## src/hcd_pkg.sv

```systemverilog
// ----------------------------------------------------------------------------
// hcd_pkg: shared types, codes and mod-26 helpers
// Holds the letter width, status codes, register indexes, the derived-matrix
// bundle, the result record and small constant-divisor arithmetic.
// ----------------------------------------------------------------------------
package hcd_pkg;

    localparam int LETTER_W = 5;

    localparam logic [LETTER_W-1:0] MODULUS    = 5'd26;
    localparam logic [LETTER_W-1:0] PAD_LETTER = 5'd25;

    // Status codes
    localparam logic [1:0] ST_OK       = 2'd0;
    localparam logic [1:0] ST_DET_ZERO = 2'd1;
    localparam logic [1:0] ST_NOT_INV  = 2'd2;

    // Configuration register indexes
    localparam logic [1:0] REG_KEY_TL = 2'd0;
    localparam logic [1:0] REG_KEY_TR = 2'd1;
    localparam logic [1:0] REG_KEY_BL = 2'd2;
    localparam logic [1:0] REG_KEY_BR = 2'd3;

    // Decryption matrix and key status, as seen by the letter datapath
    typedef struct packed {
        logic [1:0]          status;
        logic [LETTER_W-1:0] m00;
        logic [LETTER_W-1:0] m01;
        logic [LETTER_W-1:0] m10;
        logic [LETTER_W-1:0] m11;
    } key_mat_t;

    // One result word
    typedef struct packed {
        logic [LETTER_W-1:0] letter;
        logic                line_end;
        logic                last;
        logic [1:0]          status;
    } result_t;

    // v mod 26 for v below 2048: quotient estimate v*39/1024 is exact or one
    // low, so a single conditional subtract finishes the remainder.
    function automatic logic [LETTER_W-1:0] mod26(input logic [10:0] v);
        logic [16:0] prod;
        logic [10:0] qm;
        logic [10:0] r;
        prod = 17'(v) * 17'd39;
        qm   = 11'(prod[16:10]) * 11'd26;
        r    = v - qm;
        if (r >= 11'd26)
        begin
            r = r - 11'd26;
        end
        return r[LETTER_W-1:0];
    endfunction

    // Reduce a 5-bit key letter (0..31) into 0..25
    function automatic logic [LETTER_W-1:0] red26(input logic [LETTER_W-1:0] v);
        return (v >= MODULUS) ? v - MODULUS : v;
    endfunction

    // Additive inverse mod 26 of a 5-bit key letter
    function automatic logic [LETTER_W-1:0] neg26(input logic [LETTER_W-1:0] v);
        logic [LETTER_W-1:0] r;
        r = red26(v);
        return (r == 5'd0) ? 5'd0 : MODULUS - r;
    endfunction

    // Multiplicative inverse mod 26; zero where none exists
    function automatic logic [LETTER_W-1:0] inv26(input logic [LETTER_W-1:0] v);
        logic [LETTER_W-1:0] r;
        case (v)
            5'd1:    r = 5'd1;
            5'd3:    r = 5'd9;
            5'd5:    r = 5'd21;
            5'd7:    r = 5'd15;
            5'd9:    r = 5'd3;
            5'd11:   r = 5'd19;
            5'd15:   r = 5'd7;
            5'd17:   r = 5'd23;
            5'd19:   r = 5'd11;
            5'd21:   r = 5'd5;
            5'd23:   r = 5'd17;
            5'd25:   r = 5'd25;
            default: r = 5'd0;
        endcase
        return r;
    endfunction

endpackage

```

## src/hcd_key_prep.sv

```systemverilog
// ----------------------------------------------------------------------------
// hcd_key_prep: key registers and inverse-matrix derivation
// Holds the four key letters, checks the determinant and forms the inverse
// matrix mod 26 over two register stages.
// ----------------------------------------------------------------------------
module hcd_key_prep
(
    input  logic                         clk,
    input  logic                         rst_n,
    input  logic                         cfg_we,
    input  logic [1:0]                   cfg_index,
    input  logic [hcd_pkg::LETTER_W-1:0] cfg_data,
    output hcd_pkg::key_mat_t            mat
);

    logic [hcd_pkg::LETTER_W-1:0] key_a_reg, key_b_reg, key_c_reg, key_d_reg;

    // Stage A: determinant checks, inverse and reduced adjugate
    logic [1:0]                   st_a_reg, st_a_next;
    logic [hcd_pkg::LETTER_W-1:0] inv_a_reg, inv_a_next;
    logic [hcd_pkg::LETTER_W-1:0] adj_d_reg, adj_b_reg, adj_c_reg, adj_a_reg;

    hcd_pkg::key_mat_t mat_reg, mat_next;

    logic [9:0]                   prod_ad, prod_bc;
    logic [hcd_pkg::LETTER_W-1:0] ad_m, bc_m, det_m;

    always_ff @(posedge clk or negedge rst_n)
    begin
        if (!rst_n)
        begin
            key_a_reg <= 5'd1;
            key_b_reg <= 5'd0;
            key_c_reg <= 5'd0;
            key_d_reg <= 5'd1;
        end
        else if (cfg_we)
        begin
            unique case (cfg_index)
                hcd_pkg::REG_KEY_TL: key_a_reg <= cfg_data;
                hcd_pkg::REG_KEY_TR: key_b_reg <= cfg_data;
                hcd_pkg::REG_KEY_BL: key_c_reg <= cfg_data;
                hcd_pkg::REG_KEY_BR: key_d_reg <= cfg_data;
                default: ;
            endcase
        end
    end

    always_comb
    begin
        prod_ad = 10'(key_a_reg) * 10'(key_d_reg);
        prod_bc = 10'(key_b_reg) * 10'(key_c_reg);
        ad_m    = hcd_pkg::mod26(11'(prod_ad));
        bc_m    = hcd_pkg::mod26(11'(prod_bc));
        det_m   = (ad_m >= bc_m) ? ad_m - bc_m : ad_m + hcd_pkg::MODULUS - bc_m;

        // Raw determinant zero, else even or a multiple of thirteen
        if (prod_ad == prod_bc)
        begin
            st_a_next = hcd_pkg::ST_DET_ZERO;
        end
        else if ((prod_ad[0] == prod_bc[0]) || (det_m == 5'd0) || (det_m == 5'd13))
        begin
            st_a_next = hcd_pkg::ST_NOT_INV;
        end
        else
        begin
            st_a_next = hcd_pkg::ST_OK;
        end
        inv_a_next = hcd_pkg::inv26(det_m);
    end

    always_ff @(posedge clk or negedge rst_n)
    begin
        if (!rst_n)
        begin
            st_a_reg  <= hcd_pkg::ST_OK;
            inv_a_reg <= 5'd1;
            adj_d_reg <= 5'd1;
            adj_b_reg <= 5'd0;
            adj_c_reg <= 5'd0;
            adj_a_reg <= 5'd1;
        end
        else
        begin
            st_a_reg  <= st_a_next;
            inv_a_reg <= inv_a_next;
            adj_d_reg <= hcd_pkg::red26(key_d_reg);
            adj_b_reg <= hcd_pkg::neg26(key_b_reg);
            adj_c_reg <= hcd_pkg::neg26(key_c_reg);
            adj_a_reg <= hcd_pkg::red26(key_a_reg);
        end
    end

    // Stage B: scale the adjugate by the inverse determinant
    always_comb
    begin
        mat_next.status = st_a_reg;
        mat_next.m00    = hcd_pkg::mod26(11'(10'(adj_d_reg) * 10'(inv_a_reg)));
        mat_next.m01    = hcd_pkg::mod26(11'(10'(adj_b_reg) * 10'(inv_a_reg)));
        mat_next.m10    = hcd_pkg::mod26(11'(10'(adj_c_reg) * 10'(inv_a_reg)));
        mat_next.m11    = hcd_pkg::mod26(11'(10'(adj_a_reg) * 10'(inv_a_reg)));
    end

    always_ff @(posedge clk or negedge rst_n)
    begin
        if (!rst_n)
        begin
            mat_reg.status <= hcd_pkg::ST_OK;
            mat_reg.m00    <= 5'd1;
            mat_reg.m01    <= 5'd0;
            mat_reg.m10    <= 5'd0;
            mat_reg.m11    <= 5'd1;
        end
        else
        begin
            mat_reg <= mat_next;
        end
    end

    assign mat = mat_reg;

endmodule

```

## src/hill_cipher_2x2_decrypt_top.sv

```systemverilog
// ----------------------------------------------------------------------------
// hill_cipher_2x2_decrypt_top: 2x2 Hill cipher decryption mod 26
// Pairs ciphertext letters per line, multiplies each pair by the inverse key
// matrix and streams out plaintext letters, one result word per cycle while m_tready is high.
// ----------------------------------------------------------------------------
// The first result word of a letter reaches m_tvalid through the input register,
//   then the pair logic into the result queue; a full queue can stall it there.
// Throughput: one letter per cycle while the queue has room and no key write holds
//   s_tready low; odd line-end letters make two words each and are then paced by the one-word-per-cycle output port.
// A key write holds s_tready low while cfg_we is high and while settle_reg is set. Reset loads
//   the identity key and clears the held letter and the queue.
module hill_cipher_2x2_decrypt_top
#(
    parameter int QUEUE_DEPTH = 4
)
(
    input  logic       clk,
    input  logic       rst_n,

    // Ciphertext in
    input  logic       s_tvalid,
    output logic       s_tready,
    input  logic [7:0] s_tdata,   // [4:0] cipher_letter, [7:5] zero
    input  logic       s_tlast,   // line_end

    // Plaintext out
    output logic       m_tvalid,
    input  logic       m_tready,
    output logic [7:0] m_tdata,   // [4:0] plain_letter, [7:5] zero
    output logic       m_tlast,   // plain_line_end
    output logic [2:0] m_tuser,   // [0] run_last, [2:1] status

    // Key configuration
    input  logic       cfg_we,
    input  logic [1:0] cfg_index,
    input  logic [4:0] cfg_data
);

    localparam int PTR_W = (QUEUE_DEPTH > 1) ? $clog2(QUEUE_DEPTH) : 1;
    localparam int CNT_W = $clog2(QUEUE_DEPTH + 1);
    localparam logic [PTR_W-1:0] PTR_LAST = PTR_W'(QUEUE_DEPTH - 1);
    localparam logic [CNT_W-1:0] CNT_FULL = CNT_W'(QUEUE_DEPTH);

    hcd_pkg::key_mat_t mat;

    hcd_key_prep u_key_prep
    (
        .clk       (clk),
        .rst_n     (rst_n),
        .cfg_we    (cfg_we),
        .cfg_index (cfg_index),
        .cfg_data  (cfg_data),
        .mat       (mat)
    );

    // Hold off letters in the cycle after a key write
    logic settle_reg;

    always_ff @(posedge clk or negedge rst_n)
    begin
        if (!rst_n)
        begin
            settle_reg <= 1'b0;
        end
        else
        begin
            settle_reg <= cfg_we;
        end
    end

    // ------------------------------------------------------------------
    // Input register
    // ------------------------------------------------------------------
    logic                         in_valid_reg;
    logic [hcd_pkg::LETTER_W-1:0] in_letter_reg;
    logic                         in_le_reg;
    logic                         in_take;
    logic                         fire;

    assign s_tready = (!in_valid_reg || fire) && !cfg_we && !settle_reg;
    assign in_take  = s_tvalid && s_tready;

    always_ff @(posedge clk or negedge rst_n)
    begin
        if (!rst_n)
        begin
            in_valid_reg <= 1'b0;
        end
        else if (in_take)
        begin
            in_valid_reg <= 1'b1;
        end
        else if (fire)
        begin
            in_valid_reg <= 1'b0;
        end
    end

    always_ff @(posedge clk)
    begin
        if (in_take)
        begin
            in_letter_reg <= s_tdata[hcd_pkg::LETTER_W-1:0];
            in_le_reg     <= s_tlast;
        end
    end

    // ------------------------------------------------------------------
    // Pair logic: hold the first letter, emit two letters on the second,
    // pad a lone line-end letter with Z, or emit one status word on a bad key
    // ------------------------------------------------------------------
    logic                         held_valid_reg, held_valid_next;
    logic [hcd_pkg::LETTER_W-1:0] held_letter_reg, held_letter_next;
    logic [1:0]                   n_res;
    logic                         space_ok;
    hcd_pkg::result_t             res0, res1;
    logic [hcd_pkg::LETTER_W-1:0] x, y;
    logic [9:0]                   p00, p10, p01, p11;

    logic [PTR_W-1:0] head_reg, tail_reg, tail_inc;
    logic [CNT_W-1:0] count_reg;
    logic             pop;

    always_comb
    begin
        x = held_valid_reg ? held_letter_reg : in_letter_reg;
        y = held_valid_reg ? in_letter_reg : hcd_pkg::PAD_LETTER;
        p00 = 10'(x) * 10'(mat.m00);
        p10 = 10'(y) * 10'(mat.m10);
        p01 = 10'(x) * 10'(mat.m01);
        p11 = 10'(y) * 10'(mat.m11);

        res0.letter   = hcd_pkg::mod26(11'(p00) + 11'(p10));
        res0.line_end = 1'b0;
        res0.last     = 1'b0;
        res0.status   = hcd_pkg::ST_OK;
        res1.letter   = hcd_pkg::mod26(11'(p01) + 11'(p11));
        res1.line_end = in_le_reg;
        res1.last     = 1'b1;
        res1.status   = hcd_pkg::ST_OK;

        held_valid_next  = 1'b0;
        held_letter_next = held_letter_reg;

        if (mat.status != hcd_pkg::ST_OK)
        begin
            // Bad key: drop any held letter, one status word per letter
            n_res         = 2'd1;
            res0.letter   = '0;
            res0.line_end = in_le_reg;
            res0.last     = 1'b1;
            res0.status   = mat.status;
        end
        else if (!held_valid_reg && !in_le_reg)
        begin
            n_res            = 2'd0;
            held_valid_next  = 1'b1;
            held_letter_next = in_letter_reg;
        end
        else
        begin
            n_res = 2'd2;
        end

        case (n_res)
            2'd0:    space_ok = 1'b1;
            2'd1:    space_ok = (count_reg < CNT_FULL);
            default: space_ok = (count_reg < CNT_W'(QUEUE_DEPTH - 1));
        endcase
    end

    assign fire = in_valid_reg && space_ok;

    always_ff @(posedge clk or negedge rst_n)
    begin
        if (!rst_n)
        begin
            held_valid_reg  <= 1'b0;
            held_letter_reg <= '0;
        end
        else if (fire)
        begin
            held_valid_reg  <= held_valid_next;
            held_letter_reg <= held_letter_next;
        end
    end

    // ------------------------------------------------------------------
    // Result queue: takes up to two words per cycle, drains one
    // ------------------------------------------------------------------
    hcd_pkg::result_t q_reg [QUEUE_DEPTH];

    assign pop      = m_tvalid && m_tready;
    assign tail_inc = (tail_reg == PTR_LAST) ? '0 : tail_reg + 1'b1;

    always_ff @(posedge clk)
    begin
        if (fire && (n_res != 2'd0))
        begin
            q_reg[tail_reg] <= res0;
            if (n_res == 2'd2)
            begin
                q_reg[tail_inc] <= res1;
            end
        end
    end

    always_ff @(posedge clk or negedge rst_n)
    begin
        if (!rst_n)
        begin
            head_reg  <= '0;
            tail_reg  <= '0;
            count_reg <= '0;
        end
        else
        begin
            if (pop)
            begin
                head_reg <= (head_reg == PTR_LAST) ? '0 : head_reg + 1'b1;
            end
            if (fire && (n_res == 2'd1))
            begin
                tail_reg <= tail_inc;
            end
            else if (fire && (n_res == 2'd2))
            begin
                tail_reg <= (tail_inc == PTR_LAST) ? '0 : tail_inc + 1'b1;
            end
            count_reg <= count_reg + (fire ? CNT_W'(n_res) : '0) - CNT_W'(pop);
        end
    end

    assign m_tvalid = (count_reg != '0);
    assign m_tdata  = {3'b000, q_reg[head_reg].letter};
    assign m_tlast  = q_reg[head_reg].line_end;
    assign m_tuser  = {q_reg[head_reg].status, q_reg[head_reg].last};

    // ------------------------------------------------------------------
    // Assertions
    // ------------------------------------------------------------------
    a_queue_bound: assert property (@(posedge clk) disable iff (!rst_n)
        count_reg <= CNT_FULL)
        else $error("result queue overfilled");

    a_error_drops_held: assert property (@(posedge clk) disable iff (!rst_n)
        (fire && (mat.status != hcd_pkg::ST_OK)) |=> !held_valid_reg)
        else $error("held letter kept across a status word");

    a_error_zero_letter: assert property (@(posedge clk) disable iff (!rst_n)
        (m_tvalid && (m_tuser[2:1] != hcd_pkg::ST_OK)) |-> (m_tdata == 8'd0))
        else $error("status word carries a nonzero letter");

    a_no_take_after_cfg: assert property (@(posedge clk) disable iff (!rst_n)
        cfg_we |=> !in_take)
        else $error("letter accepted while matrix settles");

endmodule
```

## config.mk

```make
export PLATFORM = sky130hd
export DESIGN_NAME = hill_cipher_2x2_decrypt_top
export DESIGN_NICKNAME = d
export VERILOG_FILES = /design/src/hcd_pkg.sv /design/src/hcd_key_prep.sv /design/src/hill_cipher_2x2_decrypt_top.sv
export SDC_FILE = /design/constraint.sdc
export NUM_CORES = 1
export LEC_CHECK = 0
export ABC_AREA = 0
export ABC_CLOCK_PERIOD_IN_PS = 35800
export BUFFER_PORTS_ARGS = -buffer_cell sky130_fd_sc_hd__buf_2
export CAP_MARGIN = 10
export CORE_AREA = 5 5 213 215
export CTS_CLUSTER_DIAMETER = 100
export CTS_CLUSTER_SIZE = 24
export DETAILED_ROUTE_END_ITERATION = 7
export DIE_AREA = 0 0 218 220
export GPL_TIMING_DRIVEN = 0
export PLACE_DENSITY = 0.81
export SLEW_MARGIN = 5
export SYNTH_ARGS = -nofsm -noshare
export SYNTH_HDL_FRONTEND = slang
export SYNTH_SLANG_ARGS = --single-unit
```

## constraint.sdc

```tcl
create_clock -name clk -period 35.8 [get_ports clk]
set_input_delay 7.16 -clock clk [delete_from_list [all_inputs] [get_ports clk]]
set_output_delay 7.16 -clock clk [all_outputs]
set_load 0.02 [all_outputs]
```

# Yosys cells after proc, flatten, opt, wreduce, memory -nomap -nowiden
# Memory sizes are Yosys's and may differ from the RTL's. A register that Yosys moved wholly into a read port is not among the register bits.
# Index checks and enable logic that the tools add are counted.
# totals
input_bits	21
ramBits	36
ff_bits	85
memories	2
romBits	160
# op_classes
mux	38
n_reduce_logical	33
multipliers	26
add_sub_neg	32
n_eq_ne	11
bitwise	1
n_lt_le_gt_ge	15
# memory_table
memory	depth	word_bits	read_ports	rd_clocked_by_memory_dff	wr	line	text
(name not given)	32	5	1	1	0	hcd_pkg.sv:72	case (v)
q_reg	4	9	1	0	2	hill_cipher_2x2_decrypt_top.sv:191	hcd_pkg::result_t q_reg [QUEUE_DEPTH];
# op_table
op	count
5-bit by 5-bit multiplier with 10-bit output	10
10-bit by 6-bit multiplier with 16-bit output, second input constant	6
11-bit by 5-bit greater-or-equal comparator with 1-bit output, second input constant	8
5-bit 2-to-1 mux	17
10-bit by 11-bit subtractor with 11-bit output	6
6-bit by 4-bit multiplier with 10-bit output, second input constant	6
5-bit subtractor, second input constant	12
11-bit by 6-bit multiplier with 17-bit output, second input constant	2
10-bit by 10-bit adder with 11-bit output	2
11-bit subtractor	2
5-bit greater-or-equal comparator, second input constant	4
7-bit by 4-bit multiplier with 10-bit output, second input constant	2
2-bit 2-to-1 mux	10
5-bit zero test	3
2-bit == test, second input constant	6
10-bit == test	1
5-bit subtractor	2
5-bit subtractor, first input constant	2
1-bit logical AND	9
1-bit 2-to-1 mux	9
9-bit 2-to-1 mux	1
2-bit AND reduction	4
2-bit nonzero test	4
2-bit by 1-bit adder with 2-bit output, second input constant	3
other kinds (16)	25

# Logic depth before layout (Yosys ltp)
# depth
depth_word	14
mapped_depth	56

# Modules after synthesis
# A second synthesis with hierarchy kept.
# unflattened
cells_unflattened	3075
hier_area_um2	28034.4
# modules_own_cells
mod	cells_per_inst	instances	area_per_inst_um2	seq_area_each_um2
hcd_key_prep	2024	1	18051.1	1735.4
hill_cipher_2x2_decrypt_top	1051	1	9983.3	1516.5

# Least setup slack after synthesis
# No wires, ideal clock.
# synth_path
path_kind	in2out
startpoint	input cfg_we
endpoint	output s_tready
cell_stages	1
arrival_ps	7715
path_slack_ps	20925
cell_sequence	a211oi_1
# synth_between
elab_chain_cells	3
# synth_rtl
element	line	text
start, declared	hill_cipher_2x2_decrypt_top.sv:34	input logic cfg_we,
1-bit zero test	hill_cipher_2x2_decrypt_top.sv:80	assign s_tready = (!in_valid_reg || fire) && !cfg_we && !settle_reg;
1-bit logical AND (2 in a row)	hill_cipher_2x2_decrypt_top.sv:80	
end, declared	hill_cipher_2x2_decrypt_top.sv:22	output logic s_tready,
# No other way between the ends.

# Worst setup path after layout
# Ends and elaborated chain as after synthesis.

==> metrics.md <==
| Metric | Value |
|---|---|
| Post-CTS Setup Repair Bufs | 0 |
| Root Driver | clkbuf_16 |
| Period minus WS final | 15.11 ns |
| Post-synthesis cell area | 27700 sq um |
| Clock-pin transition on the worst setup and hold timing paths | 0.06 ns |
| Largest family of logic cells by synthesized area | adder cells |
| Compound-Gate Fraction of Synth Area | 12.2% |
| IO Pins | 35 |
| Die W | 218 um |
| Worst R2R Path Depth | 51 |
| Max Cap Viol | 0 |
| Crit path arrival time | 7.95 ns |
| Area grow syn2layout | 5.50% |
| Largest net degree at the start of global routing | 48 |
| CTS buffer count | 17 |
| Proportion of synthesized area in mux cells | 2.38% |
| DRT iter0 DRCs | 954 |
| Adder-cell share of the synthesized area | 46.0% |
| Synth Area in XOR/XNOR | 6.52% |
| CP Data Required Time | 28.64 ns |
| Via count of the first global-routing pass | 22500 |
| Synth Warn # | 0 |
| Number of distinct library cells after synthesis | 90 |
| Hpwl dp | 49200 um |
| First-pass GRT wire length | 99700 um |
| Top-area cell type share of the netlist area | 26.6% |
| Final worst path period share | 42.2% |
| Clk sinks | 126 |
| WS Path Type | in2out |
| GR Util All Layers | 24.5% |
| Post-synth top flop | dfrtp_1 |
| Via density | 5.58 |
| Commonest cells in the netlist | inv_1, ha_1, fa_1, a21oi_1, nand2_1 |
| Hold WC Path Type | reg2reg |
| Synthesized flop and latch total | 126 |
| Num rows | 77 |
| Overflow after GRT | 0 |
| Relative slew slack | 22.2% |
| Clock buffer depth | 2 |
| Die area | 48000 sq um |
| Largest area contributor in the netlist | ha_1 |
| Final Util | 67.2% |
| Final Hold Viols | 0 |
| RR Startpoint | u_key_prep.key_a_reg[0] |
| Core Region | 43500 sq um |
| Fin Setup TNS | 0 ns |
| Worst Hold Depth | 0 |
| H-Tree Depth | 4 |
| Initial Util | 63.7% |
| Fraction of layout cells with a size suffix above 1 | 4.29% |
| Reg-to-reg endpoint | u_key_prep.st_a_reg[1] |
| Worst Path Max Fanout | 6 |
| Status | completed |
| Initial antenna violation count | 0 |
| # diodes | 0 |
| Vias | 20900 |
| Top-count cell post-synth | inv_1 |
| CTS resizes | 0 |
| CP endpoint kind | output pin |
| Post-Synth Simple-Gate Area | 11.7% |
| Hold Startpoint | u_key_prep.st_a_reg[0] |
| CTS tree | done |
| Drt drc | 0 |
| IO Port Bufs | 28 |
| Avg Cell Area, Syn | 9.00 sq um |
| Worst Hold End | u_key_prep.mat[20] |
| Post-synthesis sequential area ratio | 11.7% |
| Detailed Routing Iterations Pass 1 | 5 |
| Total Wirelength | 57400 um |
| Synth async-reset ratio | 66.7% |
| RSZ-0062 raised after global routing | no |
| Clk_lat worst skew | 0.43 ns |
| EDFF count, synth | 30 |
| Number of fill cells | 3381 |
| Post-Syn Instances | 3080 |
| Final-report max-slew violation count | 0 |
| Worst-margin pin slew | 1.13 ns |
| Routed len/inst | 15.4 um |
| Clk_skew | 0.0161 ns |
| Gpl congestion | 0.907 |
| Max Freq | 66.2 MHz |
| Worst R2R Setup Slack | 22.18 ns |
| Max FFs per register | 36 |
| CTS Hold Bufs | 0 |
| Final setup viols | 0 |
| Top area cells in the synthesized netlist | ha_1, fa_1, inv_1, dfrtp_1, xnor2_1 |
| Fin nets | 4009 |
| Setup crit start kind | primary input |
| Antenna Nets Post-Route | 0 |
| Chip height | 220 um |
## final cells by class
class | count | area (sq um) | area share (%)
repair buffers | 30 | 183 | 0.625
well taps | 592 | 741 | 2.53
multi-input cells | 2259 | 21800 | 74.7
inverters | 659 | 2480 | 8.47
plain buffers | 38 | 164 | 0.560
clock buffers | 17 | 425 | 1.45
flip-flops and latches | 126 | 3250 | 11.1
clock inverters | 15 | 168 | 0.573
## cell usage in the layout, fill, tap and decap left out, types with 14 or more instances in the layout
master,n
dfrtp_1,77
nor2_1,134
nor3_1,39
and2_1,116
ha_1,590
edfxtp_1,30
clkbuf_16,17
nand3_1,34
fa_1,267
a21boi_0,18
nor2b_1,69
a211oi_1,19
a21oi_1,155
nand2b_1,23
o21bai_1,46
mux2_2,28
clkbuf_1,30
o31ai_1,14
o21a_1,47
xnor2_1,132
a21o_1,48
o21ai_0,65
inv_1,655
and3_1,18
o22ai_1,16
nand2_1,149
xor2_1,63
buf_2,28
## routing by layer
layer,vias to the layer above,part of all wire [%],track usage [%],wire length (um)
met5,-,0,0,0
met4,0,3.0,8.31,1730
met3,109,2.5,2.01,1410
met2,369,54,48.0,31200
met1,10100,40,27.9,23100
li1,10200,-,-,-
## worst max-delay path by stage
stage / slack (ns) / start / end / cells after the start
after floorplan: 20.92 / cfg_we / s_tready / 1
after global placement: 20.70 / cfg_we / s_tready / 3
after detailed placement: 20.69 / cfg_we / s_tready / 3
after CTS: 20.68 / cfg_we / s_tready / 3
after global routing: 20.65 / cfg_we / s_tready / 3
final: 20.69 / cfg_we / s_tready / 3
## logic make-up after synthesis
logic type | Yosys count
multiplexers | 51
adder cells (fa/ha/maj) | 859
other | 1
AND/OR/NAND/NOR | 637
XOR/XNOR | 200
AO/OA/AOI/OAI | 509
buffers and inverters | 697
flip-flops | 126
## critical path, stage by stage
cell	delay, ns
buf_2	0.18
a211oi_1	0.37
buf_2	0.25
## metrics by stage
stage	instances	hold slack, ns	setup WS (ns)	cell area (sq um)
floorplan	3082	0.331	20.92	27700
global placement	3702	0.344	20.70	28600
detailed placement	3703	0.346	20.69	28600
CTS	3735	0.360	20.68	29200
global route	3736	0.370	20.65	29300
finish	3736	0.361	20.69	29300
Power is left out: the tool's default activity adds up to more than one toggle a clock period on the data nets, which glitch-free logic cannot reach.
